<file path="config.mk">
export PLATFORM = sky130hd
export DESIGN_NAME = hvd_sqrt_cell
export DESIGN_NICKNAME = d
export VERILOG_FILES = /design/src/hdl/hvd_sqrt_cell.sv
export SDC_FILE = /design/constraint.sdc
export NUM_CORES = 1
export LEC_CHECK = 0
export BUFFER_PORTS_ARGS = -buffer_cell sky130_fd_sc_hd__buf_2
export CAP_MARGIN = 15
export CORE_ASPECT_RATIO = 0.5
export CORE_MARGIN = 2
export CORE_UTILIZATION = 45
export CTS_BUF_LIST = sky130_fd_sc_hd__clkbuf_8
export DETAILED_ROUTE_END_ITERATION = 6
export MAX_ROUTING_LAYER = met4
export PLACE_DENSITY = 0.73
export SYNTH_ARGS = -nofsm -noshare
export SYNTH_HDL_FRONTEND = slang
export SYNTH_SLANG_ARGS = --single-unit
</file>
<file path="constraint.sdc">
create_clock -name clk_i -period 2.1 [get_ports clk_i]
set_clock_uncertainty 0.15 [all_clocks]
set_input_delay 0.105 -clock clk_i [delete_from_list [all_inputs] [get_ports clk_i]]
set_output_delay 0.105 -clock clk_i [all_outputs]
set_load 0.005 [all_outputs]
</file>
<file path="src/hdl/hvd_sqrt_cell.sv">
`timescale 1ns / 1ps
`default_nettype none
// -----------------------------------------------------------------------------
// hvd_sqrt_cell
// One digit step of the integer square root of v * 2^32: brings down two
// bits of the radicand and decides one bit of the root.
// -----------------------------------------------------------------------------
module hvd_sqrt_cell (
  input  logic        clk_i,
  input  logic        rst_ni,
  input  logic        en_i,
  input  logic [4:0]  idx_i,
  input  logic        valid_i,
  input  logic [31:0] v_i,
  input  logic [33:0] rem_i,
  input  logic [31:0] root_i,
  input  logic        flip_i,
  output logic        valid_o,
  output logic [31:0] v_o,
  output logic [33:0] rem_o,
  output logic [31:0] root_o,
  output logic        flip_o
);

  logic [1:0]  pair;
  logic [35:0] trial;
  logic [35:0] t;
  logic [35:0] diff;
  logic        ge;

  assign pair  = idx_i[4] ? v_i[{idx_i[3:0], 1'b0} +: 2] : 2'b00;
  assign trial = {rem_i, pair};
  assign t     = {2'b00, root_i, 2'b01};
  assign diff  = trial - t;
  assign ge    = (trial >= t);

  always_ff @(posedge clk_i or negedge rst_ni) begin
    if (!rst_ni) begin
      valid_o <= 1'b0;
    end else if (en_i) begin
      valid_o <= valid_i;
    end
  end

  always_ff @(posedge clk_i) begin
    if (en_i) begin
      v_o    <= v_i;
      rem_o  <= ge ? diff[33:0] : trial[33:0];
      root_o <= {root_i[30:0], ge};
      flip_o <= flip_i;
    end
  end

endmodule
`default_nettype wire

</file>
-- Word-level counts from Yosys, hierarchy flattened
Index checks and enable logic that the tools add are counted.
- register bits after elaboration: 100
- logic and storage cells: 10
- add/sub/neg operators: 1
- $lt $le $gt $ge: 1
- shift operators: 1
- muxes and demuxes: 2
- operator list (cell ; count):
    >= comparator 36 x 34 -> 1 bit ; 1
    2-to-1 mux 34 bit ; 1
    subtractor 34 bit ; 1
    indexed part select 32 x 6 -> 2 bit ; 1
    2-to-1 mux 2 bit ; 1

-- Longest topological paths before layout
Gate-level depths: netlist of the first run.
- depth in word-level cells: 4
- gate-level depth with buffers: 16
- gate-level depth less buffers: 15

-- Least setup slack after synthesis of the first run
Ideal clock, no wire load.
- path type: input -> register
- from: in idx_i[0]
- to: reg rem_o[26], data pin
- data arrival time: 3151 ps
- setup slack: -1461 ps
- stages: 15
- path buffers: 1
- path through: buf_2 > mux4_2 > mux2i_1 > nand2_1 > ha_1 > nand2b_1 > a21oi_1 > o21ai_0 > a31oi_1 > nand2_1 > o21a_1 > o21ai_0 > a31oi_1 > xnor2_1 > mux2_2
- word-level cells in the longest chain between the ends: 4
- RTL lines (item ; line ; text):
    from (decl) ; 12 ; input logic [4:0] idx_i,
    indexed part select 32 x 6 -> 2 bit (*) ; 31 ; assign pair = idx_i[4] ? v_i[{idx_i[3:0], 1'b0} +: 2] : 2'b00;
    2-to-1 mux 2 bit (*) ; 31 ;
    subtractor 34 bit or >= comparator 36 x 34 -> 1 bit (tied branches) ; 34, 35 ;
    2-to-1 mux 34 bit (*) ; 48 ; rem_o <= ge ? diff[33:0] : trial[33:0];
    to (signal assigned) ; 48 ;
    to (decl) ; 20 ; output logic [33:0] rem_o,
Mark *: on every way between the ends. The rest lies on a longest branch, timed or not.
A chain may end at the register's enable or synchronous reset.

-- Worst setup path after layout of the first run
- from: in idx_i[2]
- to: reg rem_o[26], data pin
Same word-level chain as after synthesis.

==> flow_summary_export.csv, run 1 <==
group,metric,value,unit
outcome,outcome,"complete, but fails checks",
outcome,violations,"hold timing, setup timing",
route,firstDrtPassIters,5,
timing,layout_setup_ws,-0.873,ns
yosys,yosysTopAreaCellShare,53.9,%
timing,final-hold-violation-count,1,
clock_tree,worstSkewPairLatency,0.38,ns
yosys,synth-main-ff-cell,"edfxtp_1",
yosys,synth_area,5520,sq um
timing,max-slew-margin-rel,73.2,%
placement,dp.cells,961,
worst_setup_path,crit_path_end_kind,"flip-flop",
timing,min_period,2.97,ns
worst_setup_path,path_max_fanout,9,
yosys,yosys.area.top_type,"edfxtp_1",
die,die_w,161,um
yosys,avgSynthCellArea,11.7,sq um
route,wl_per_cell,16.6,um
run,cap_violations,0,
grt,grt_pass1_vias,5647,
finish,layout.nets,1060,
min_path,hp-class,"in2reg",
die,start_util,46.4,%
worst_setup_path,worst_setup_path_start_kind,"input port",
clock_tree,numCtsBuffers,9,
die,die_area,13200,sq um
clock_tree,cts_tree,"done",
grt,grt_max_degree,32,
worst_setup_path,crit_slowest_cell,"mux4_2",
yosys,syn_nets,615,
clock_tree,clockBufferDepth,2,
clock_tree,cts_root_buffer,"clkbuf_8",
die,core_area,11900,sq um
worst_setup_path,regToRegEndpoint,"valid_o$_DFFE_PN0P_",
grt,antenna_found_initial,0,
clock_tree,cts_sinks,100,
grt,grt_pass1_wl,27.2,mm
power_and_ir_drop,finalPower,5.70,mW
timing,hold-worst-slack,-0.000194,ns
worst_setup_path,endpoint,"rem_o[26]$_DFFE_PP_",
route,vias,5541,
finish,register_area,3000,sq um
route,drc,0,
finish,stdcell_count,1088,
finish,layout-drive-gt1-share,47.0,%
clock_tree,h-tree-depth,3,
yosys,yosysSeqAreaShare,54.4,%
timing,grt_setup_unrepaired,"yes",
worst_setup_path,reg2reg_depth,1,
placement,portBuffers,207,
worst_setup_path,slowest_delay,0.49,ns
yosys,ys_ff_latch,100,
power_and_ir_drop,power_density,611,nW/um^2
worst_setup_path,path_cells,"buf_12 -> mux2i_1 -> mux4_2 -> mux2i_2 -> nand2_2 -> ha_4 -> nand2b_4 -> a21oi_4 -> o21ai_2 -> a31oi_2 -> nand2_2 -> o21a_1 -> o21ai_2 -> a31oi_1 -> xnor2_1 -> mux2_2",
route,routed_wl,18.0,mm
yosys,synth_async_sr_flop_share,1.00,%
finish,antennaDiodeCount,0,
finish,areaGrowthSynthToFinish,69.2,%
power_and_ir_drop,ir_drop,0.427,mV
yosys,synth.distinct_cells,45,
finish,num-fill-cells,747,
die,io_pins,208,
route,drt_iter0_drc,356,
worst_setup_path,required,2.09,ns
timing,finalSetupViolations,35,
yosys,ys_warn_count,0,
timing,period_share,142,%
worst_setup_path,reg2reg_slack,1.21,ns
power_and_ir_drop,p_leak,4.36,nW
grt,grt_usage,27.6,%
timing,slew_violations,0,
route,final_antenna_net_count,0,
grt,grt_overflow,0,
placement,place_ws,-1.40,ns
finish,multi_input_area,2530,sq um
yosys,synth_edf_count,99,
timing,clock.fmax,0.336,GHz
clock_tree,cts.clk_slew.worst_paths,0.11,ns
worst_setup_path,arrival,2.96,ns
placement,dp_hpwl,12.2,mm
worst_setup_path,r2r_start,"valid_o$_DFFE_PN0P_",
placement,gp_congestion,0.849,
die,die_height,82.3,um
worst_setup_path,critPathKind,"in2reg",
yosys,syn_inst,473,
timing,tightestPinTransition,0.403,ns
worst_setup_path,startpoint,"idx_i[2]",
route,viasPerCell,5.09,
min_path,hold_path_depth,4,
die,num_rows,28,
yosys,synthTopCellsByArea,"edfxtp_1, ha_1, a21oi_1",
[cell usage after synthesis (all sizes together), types with 4 or more instances]
cell type,count
clkbuf,13
nand3,9
edfxtp,99
o21ai,15
a31oi,5
mux4,6
mux2i,13
a21o,16
nor2,41
inv,44
nand4,8
nand2,25
mux2,10
xor2,14
nand2b,6
ha,34
o21bai,6
xnor2,19
a21oi,56
o31ai,4
[worst min path at each step]
stage / startpoint / end
global placement: rst_ni / valid_o$_DFFE_PN0P_
floorplan: rst_ni / valid_o$_DFFE_PN0P_
finish: rem_i[31] / rem_o[33]$_DFFE_PP_
detailed placement: rst_ni / valid_o$_DFFE_PN0P_
CTS: v_i[12] / v_o[12]$_DFFE_PP_
global route: rem_i[31] / rem_o[33]$_DFFE_PP_
[registers in the layout, indices dropped and copies added, names as in the netlist]
name and cells:
v_o 32, root_o 32, flip_o 1, valid_o 1
rem_o 34
[cells by family after synthesis]
group | count (synthesis) | share of synthesized area [%]
buffers and inverters | 60 | 4.24
flip-flops | 100 | 54.4
AND/OR/NAND/NOR | 100 | 8.26
AO/OA/AOI/OAI | 117 | 13.3
adder cells (fa/ha/maj) | 34 | 7.71
multiplexers | 29 | 6.85
XOR/XNOR | 33 | 5.24
[metrics by stage]
step	util (%)	hold WS [ns]	setup TNS, ns	area, sq um
after floorplan	-	-0.341	-30.53	5710
after CTS	77.1	-0.235	-25.07	9160
after global routing	78.6	0.0117	-30.75	9330
after detailed placement	65.9	-0.267	-43.18	7830
after global placement	65.9	-0.270	-38.15	7830
final	78.6	-0.000194	-27.40	9330
[critical path, delay by kind of cell]
family | cells | cell delay (ns)
buffers and inverters | 1 | 0.12
xor gates and xnor gates | 1 | 0.14
and+or+nand+nor | 3 | 0.37
muxes | 4 | 1.12
AOI/OAI and AO/OA | 6 | 0.91
adders and majority gates | 1 | 0.19
[routing by layer]
metal  track usage, %  up-vias  part of all wire [%]
li1                 -     2635                     -
met1             31.9     2637                    41
met2             50.2      238                    50
met3             5.89       31                   7.0
met4             7.75        0                   2.0
met5                -        -                     0
[what timing repair did]
action	CTS	global route
setup buffers	10	4
gates resized for setup	25	23
cloned	0	1
endpoints found under the setup margin	35	35
pin swaps	14	7
hold endpoints to repair	105	1
hold buffers	95	1
[cells in the final DEF (no fill, tap or decap), types with 3 or more instances in the layout]
cell type | synthesis | layout
buf_2 | 1 | 204
buf_4 | 0 | 133
edfxtp_1 | 99 | 99
dlygate4sd3_1 | 0 | 96
inv_1 | 44 | 43
nor2_1 | 41 | 37
a21oi_1 | 55 | 34
ha_1 | 34 | 32
nand2_1 | 25 | 23
a21oi_2 | 1 | 21
xnor2_1 | 19 | 19
a21o_1 | 16 | 15
xor2_1 | 14 | 14
mux2i_1 | 13 | 11
o21ai_0 | 14 | 11
clkbuf_8 | 0 | 9
buf_6 | 1 | 9
nand4_1 | 8 | 8
nand3_1 | 9 | 8
mux2_4 | 0 | 8
mux4_2 | 6 | 6
o21bai_1 | 6 | 6
nand2b_1 | 6 | 5
a31oi_1 | 5 | 4
nor2_2 | 0 | 4
buf_8 | 0 | 4
nor2b_1 | 3 | 3
inv_6 | 0 | 3
buf_12 | 0 | 3
[where the power goes]
group	switching, mW	leakage (nW)	internal [mW]	total, mW
clock network	0.798	0.102	0.475	1.27
logic	0.867	3.28	1.05	1.91
registers	0.0561	0.981	2.46	2.52
total	1.72	4.36	3.98	5.70
[cell type report]
type	instances	area share [%]
flip-flops and latches	100	32.1
repair buffers	450	34.6
inverters	44	1.77
clock buffers	9	1.33
well taps	165	2.21
clock inverters	7	0.845
multi-input cells	313	27.1
No activity file was read; power rests on OpenSTA's default activity.
==> inputs of run 2 (changes only) <==
--- a/config.mk
+++ b/config.mk
@@ -5,13 +5,16 @@
 export SDC_FILE = /design/constraint.sdc
 export NUM_CORES = 1
 export LEC_CHECK = 0
+export ABC_CLOCK_PERIOD_IN_PS = 2100
 export BUFFER_PORTS_ARGS = -buffer_cell sky130_fd_sc_hd__buf_2
 export CAP_MARGIN = 15
 export CORE_ASPECT_RATIO = 0.5
 export CORE_MARGIN = 2
 export CORE_UTILIZATION = 45
 export CTS_BUF_LIST = sky130_fd_sc_hd__clkbuf_8
+export CTS_CLUSTER_DIAMETER = 40
 export DETAILED_ROUTE_END_ITERATION = 6
+export HOLD_SLACK_MARGIN = 0.1
 export MAX_ROUTING_LAYER = met4
 export PLACE_DENSITY = 0.73
 export SYNTH_ARGS = -nofsm -noshare
==> flow_summary_export.csv, run 2 (same netlist as run 1, synthesis figures left out) <==
group,metric,value,unit
grt,grt_pass1_wl,27.4,mm
timing,grt_setup_unrepaired,"yes",
worst_setup_path,slowest_delay,0.49,ns
outcome,outcome,"complete, but fails checks",
timing,max-slew-margin-rel,71.9,%
finish,layout_commonest_cell,"buf_2",
route,drc,0,
worst_setup_path,required,2.09,ns
finish,areaGrowthSynthToFinish,69.5,%
finish,layout.nets,1063,
clock_tree,cts.clk_slew.worst_paths,0.11,ns
min_path,min_to,"rem_o[1]$_DFFE_PP_",
min_path,hp-class,"in2reg",
run,cap_violations,0,
finish,reg_top3,"rem_o x34, root_o x32, v_o x32",
timing,slew_violations,0,
clock_tree,h-tree-depth,3,
route,wl_per_cell,16.6,um
route,vias,5524,
clock_tree,cts_sinks,100,
grt,grt_usage,27.7,%
outcome,violations,"setup timing",
worst_setup_path,r2r_start,"valid_o$_DFFE_PN0P_",
grt,grt_max_degree,32,
grt,grt_pass1_vias,5674,
finish,mostFrequentLayoutCells,"buf_2, buf_4, dlygate4sd3_1",
clock_tree,cts_root_buffer,"clkbuf_8",
die,die_area,13200,sq um
min_path,hold_path.startpoint,"idx_i[4]",
worst_setup_path,arrival,2.94,ns
clock_tree,numCtsBuffers,9,
die,die_w,161,um
worst_setup_path,worst_setup_path_start_kind,"input port",
worst_setup_path,cp_common_cell,"buf_4",
worst_setup_path,crit_path_end_kind,"flip-flop",
clock_tree,clockBufferDepth,2,
worst_setup_path,path_cells,"buf_12 -> mux2i_1 -> mux4_2 -> mux2i_2 -> nand2_2 -> buf_4 -> buf_4 -> buf_4 -> inv_2 -> ha_4 -> nand3_2 -> o31ai_4 -> a221oi_2 -> o21ai_1 -> a21o_2 -> buf_6 -> mux2_2",
power_and_ir_drop,p_leak,4.37,nW
finish,num-fill-cells,742,
grt,grt_overflow,0,
worst_setup_path,critPathKind,"in2reg",
power_and_ir_drop,power_density,611,nW/um^2
grt,antenna_found_initial,0,
worst_setup_path,reg2reg_slack,0.63,ns
timing,hold-worst-slack,0.168,ns
timing,finalSetupViolations,35,
timing,clock.fmax,0.339,GHz
die,start_util,46.4,%
timing,period_share,141,%
finish,largest_reg_flops,34,
worst_setup_path,path_max_fanout,9,
placement,place_ws,-1.40,ns
placement,portBuffers,207,
clock_tree,worstSkewPairLatency,0.37,ns
timing,setup_tns,-26.93,ns
timing,tightestPinTransition,0.422,ns
placement,dp_hpwl,12.2,mm
finish,layout-drive-gt1-share,46.5,%
worst_setup_path,cp.buffers_inverters,6,
die,num_rows,28,
route,routed_wl,18.1,mm
worst_setup_path,regToRegEndpoint,"valid_o$_DFFE_PN0P_",
finish,multi_input_area,2530,sq um
die,core_area,11900,sq um
die,die_height,82.3,um
worst_setup_path,reg2reg_depth,2,
power_and_ir_drop,ir_drop,0.426,mV
worst_setup_path,crit_slowest_cell,"mux4_2",
clock_tree,cts_tree,"done",
placement,gp_congestion,0.849,
route,firstDrtPassIters,4,
route,viasPerCell,5.06,
route,final_antenna_net_count,0,
finish,register_area,3000,sq um
finish,top_register,"rem_o",
timing,layout_setup_ws,-0.854,ns
route,drt_iter0_drc,359,
timing,min_period,2.95,ns
timing,final-hold-violation-count,0,
die,io_pins,208,
finish,antennaDiodeCount,0,
min_path,hold_path_depth,4,
worst_setup_path,crit_family,"multiplexers",
## run 2: changes by cell type in the layout (fill, tap and decap cells not counted), sizes merged
cell / previous run / this run
dlygate4sd3: 96 / 101
clkbuf: 10 / 9
buf: 353 / 352
## run 2: worst max path at each step
| stage | depth (start not counted) | start | slack [ns] | end |
|---|---|---|---|---|
| 2_1_floorplan | 16 | idx_i[2] | -1.15 | rem_o[26]$_DFFE_PP_ |
| 3_5_place_dp | 16 | idx_i[2] | -1.40 | rem_o[26]$_DFFE_PP_ |
| 4_1_cts | 16 | idx_i[2] | -0.83 | rem_o[26]$_DFFE_PP_ |
| 5_1_grt | 17 | idx_i[2] | -0.95 | rem_o[18]$_DFFE_PP_ |
| 6_report | 17 | idx_i[2] | -0.85 | rem_o[26]$_DFFE_PP_ |
| 3_3_place_gp | 16 | idx_i[2] | -1.26 | rem_o[26]$_DFFE_PP_ |
## run 2: area by class of cell
| type | count | area share, % |
|---|---|---|
| repair buffers | 453 | 34.8 |
| multi-input cells | 313 | 27.0 |
| clock inverters | 7 | 0.843 |
| clock buffers | 9 | 1.32 |
| inverters | 44 | 1.77 |
| flip-flops and latches | 100 | 32.1 |
| well taps | 165 | 2.21 |
## run 2: metal layers
metal  vias to the layer above  global-route usage (%)  part of all wire, %
li1                       2638                       -                    -
met1                      2634                    32.0                   41
met2                       223                    50.6                   51
met3                        29                    5.79                  6.2
met4                         0                    7.39                  1.8
met5                         -                       -                    0
## run 2: repair_timing
item | CTS | global route
endpoints found under the setup margin | 35 | 35
resized for setup | 25 | 22
hold buffers | 100 | 1
pin swaps | 14 | 7
endpoints found under the hold margin | 120 | 1
buffers inserted | 10 | 3
## run 2: metrics by stage
| step | instance area [sq um] | util [%] | instances | total power, mW |
|---|---|---|---|---|
| floorplan | 5710 | - | 473 | 3.34 |
| global placement | 7830 | 65.9 | 961 | 4.12 |
| detailed placement | 7830 | 65.9 | 961 | 4.17 |
| CTS | 9210 | 77.5 | 1087 | 5.62 |
| global route | 9350 | 78.7 | 1091 | 5.97 |
| finish | 9350 | 78.7 | 1091 | 5.71 |
## run 2: worst reg2reg max path, cell delays in order (launching register included)
cell           delay (ns)
dfrtp_1              0.40
mux2_2               0.26
dlygate4sd3_1        0.55
## run 2: power by group
group          leakage (nW)  switching, mW  internal [mW]
Clock                 0.102          0.802          0.475
Sequential            0.981         0.0570           2.46
Combinational          3.29          0.867           1.05
==> inputs of run 3 (changes only) <==
--- a/config.mk
+++ b/config.mk
@@ -15,7 +15,6 @@
 export CTS_CLUSTER_DIAMETER = 40
 export DETAILED_ROUTE_END_ITERATION = 6
 export HOLD_SLACK_MARGIN = 0.1
-export MAX_ROUTING_LAYER = met4
 export PLACE_DENSITY = 0.73
 export SYNTH_ARGS = -nofsm -noshare
 export SYNTH_HDL_FRONTEND = slang
==> flow_summary_export.csv, run 3 (same netlist as run 1, synthesis figures left out) <==
group,metric,value,unit
timing,max-slew-margin-rel,71.7,%
power_and_ir_drop,ir_drop,0.367,mV
outcome,violations,"setup timing",
worst_setup_path,required,2.09,ns
die,start_util,46.4,%
min_path,hold_path_depth,4,
timing,layout_setup_ws,-0.851,ns
grt,grt_pass1_vias,5649,
worst_setup_path,crit_family,"multiplexers",
worst_setup_path,path_max_fanout,5,
grt,grt_overflow,0,
finish,top_register,"rem_o",
worst_setup_path,worst_setup_path_start_kind,"input port",
timing,min_period,2.95,ns
worst_setup_path,path_depth,16,
worst_setup_path,path_cells,"buf_12 -> mux2i_1 -> mux4_2 -> mux2i_1 -> nand2_1 -> ha_2 -> nand2b_4 -> a21oi_4 -> o21ai_2 -> a31oi_1 -> nand2_1 -> o21a_1 -> o21ai_2 -> a31oi_1 -> xnor2_1 -> mux2_2",
worst_setup_path,endpoint,"rem_o[26]$_DFFE_PP_",
worst_setup_path,reg2reg_slack,1.18,ns
worst_setup_path,r2r_start,"valid_o$_DFFE_PN0P_",
worst_setup_path,critPathKind,"in2reg",
route,drt_iter0_drc,398,
finish,layout-drive-gt1-share,46.9,%
finish,num-fill-cells,745,
timing,period_share,141,%
worst_setup_path,reg2reg_depth,1,
worst_setup_path,startpoint,"idx_i[2]",
timing,final-hold-violation-count,0,
die,die_area,13200,sq um
worst_setup_path,regToRegEndpoint,"valid_o$_DFFE_PN0P_",
timing,grt_setup_unrepaired,"yes",
finish,layout.nets,1061,
timing,finalSetupViolations,35,
clock_tree,h-tree-depth,3,
route,firstDrtPassIters,5,
timing,clock.fmax,0.339,GHz
finish,areaGrowthSynthToFinish,69.6,%
worst_setup_path,crit_slowest_cell,"mux4_2",
power_and_ir_drop,finalPower,5.58,mW
outcome,outcome,"complete, but fails checks",
clock_tree,cts_sinks,100,
clock_tree,worstSkewPairLatency,0.37,ns
die,num_rows,28,
min_path,hp-class,"in2reg",
clock_tree,cts_tree,"done",
clock_tree,clockBufferDepth,2,
worst_setup_path,arrival,2.94,ns
clock_tree,cts_root_buffer,"clkbuf_8",
die,die_w,161,um
route,routed_wl,17.8,mm
route,final_antenna_net_count,0,
grt,grt_pass1_wl,27.6,mm
worst_setup_path,crit_path_end_kind,"flip-flop",
finish,layout_commonest_cell,"buf_2",
placement,gp_congestion,0.841,
run,cap_violations,0,
finish,antennaDiodeCount,0,
route,vias,5501,
finish,largest_reg_flops,34,
route,wl_per_cell,16.4,um
power_and_ir_drop,p_leak,4.37,nW
worst_setup_path,cp.buffers_inverters,1,
worst_setup_path,slowest_delay,0.48,ns
grt,grt_usage,26.9,%
timing,tightestPinTransition,0.425,ns
placement,portBuffers,207,
clock_tree,numCtsBuffers,9,
die,die_height,82.3,um
grt,antenna_found_initial,0,
route,drc,0,
placement,dp_hpwl,12.0,mm
timing,slew_violations,0,
grt,grt_max_degree,32,
finish,reg_top3,"rem_o x34, root_o x32, v_o x32",
die,io_pins,208,
finish,mostFrequentLayoutCells,"buf_2, buf_4, dlygate4sd3_1",
clock_tree,cts.clk_slew.worst_paths,0.11,ns
finish,final_core_util,78.7,%
power_and_ir_drop,power_density,597,nW/um^2
die,core_area,11900,sq um
route,viasPerCell,5.06,
-- run 3: changes by cell type in the layout (fill, tap and decap cells not counted), sizes merged --
cell         previous run  this run
buf                   352       350
clkinv                  3         1
inv                    48        47
clkinvlp                0         2
clkbuf                  9        10
dlygate4sd3           101       100
-- run 3: tightest hold or removal path: stages --
cell and delay, ns:
buf_2 0.12, nand2_1 0.10, buf_4 0.12, mux2i_1 0.06
-- run 3: per-stage QoR --
stage          TNS, ns  cell area, sq um  instances  setup WS [ns]  hold slack [ns]
3_3_place_gp    -37.12              7830        960          -1.25           -0.270
6_report        -25.04              9350       1088         -0.851            0.131
4_1_cts         -24.29              9190       1083         -0.810            0.116
2_1_floorplan   -30.53              5710        473          -1.15           -0.341
3_5_place_dp    -41.42              7830        960          -1.39           -0.265
5_1_grt         -29.26              9350       1088         -0.989            0.128
-- run 3: repair_timing --
item / 4_1_cts / 5_1_grt
gates cloned: 1 / 1
gates resized for setup: 27 / 23
hold endpoints to repair: 124 / 0
setup buffers: 7 / 4
endpoints found under the setup margin: 35 / 35
hold buffers: 100 / 0
pin swaps: 11 / 10
-- run 3: worst min-delay path by stage --
stage               startpoint                   to  slack, ns
floorplan               rst_ni  valid_o$_DFFE_PN0P_      -0.34
global placement        rst_ni  valid_o$_DFFE_PN0P_      -0.27
detailed placement      rst_ni  valid_o$_DFFE_PN0P_      -0.27
CTS                   idx_i[4]   rem_o[1]$_DFFE_PP_       0.12
global route          idx_i[4]   rem_o[1]$_DFFE_PP_       0.13
finish                idx_i[4]   rem_o[1]$_DFFE_PP_       0.13
-- run 3: area by class of cell --
| class | count | area [sq um] | area share [%] |
|---|---|---|---|
| Tap cell | 165 | 206 | 2.21 |
| Sequential cell | 100 | 3000 | 32.1 |
| Clock buffer | 9 | 124 | 1.32 |
| Inverter | 44 | 165 | 1.77 |
| Timing Repair Buffer | 451 | 3270 | 35.0 |
| Clock inverter | 6 | 46.3 | 0.495 |
| Multi-Input combinational cell | 313 | 2540 | 27.2 |
-- run 3: routing by layer --
metal  wire [um]  global-route usage, %  up-vias  share of wire [%]
met2        8680                   49.2      220                 49
met3        1240                   6.19       38                6.9
li1            -                      -     2622                  -
met1        7520                   32.3     2621                 42
met5           0                      0        -                  0
met4         389                   8.65        0                2.2
-- run 3: power breakdown --
group | internal, mW | switching [mW] | leakage [nW]
Sequential | 2.46 | 0.0557 | 0.981
Clock | 0.436 | 0.722 | 0.0825
Combinational | 1.04 | 0.860 | 3.30
Total | 3.94 | 1.64 | 4.37
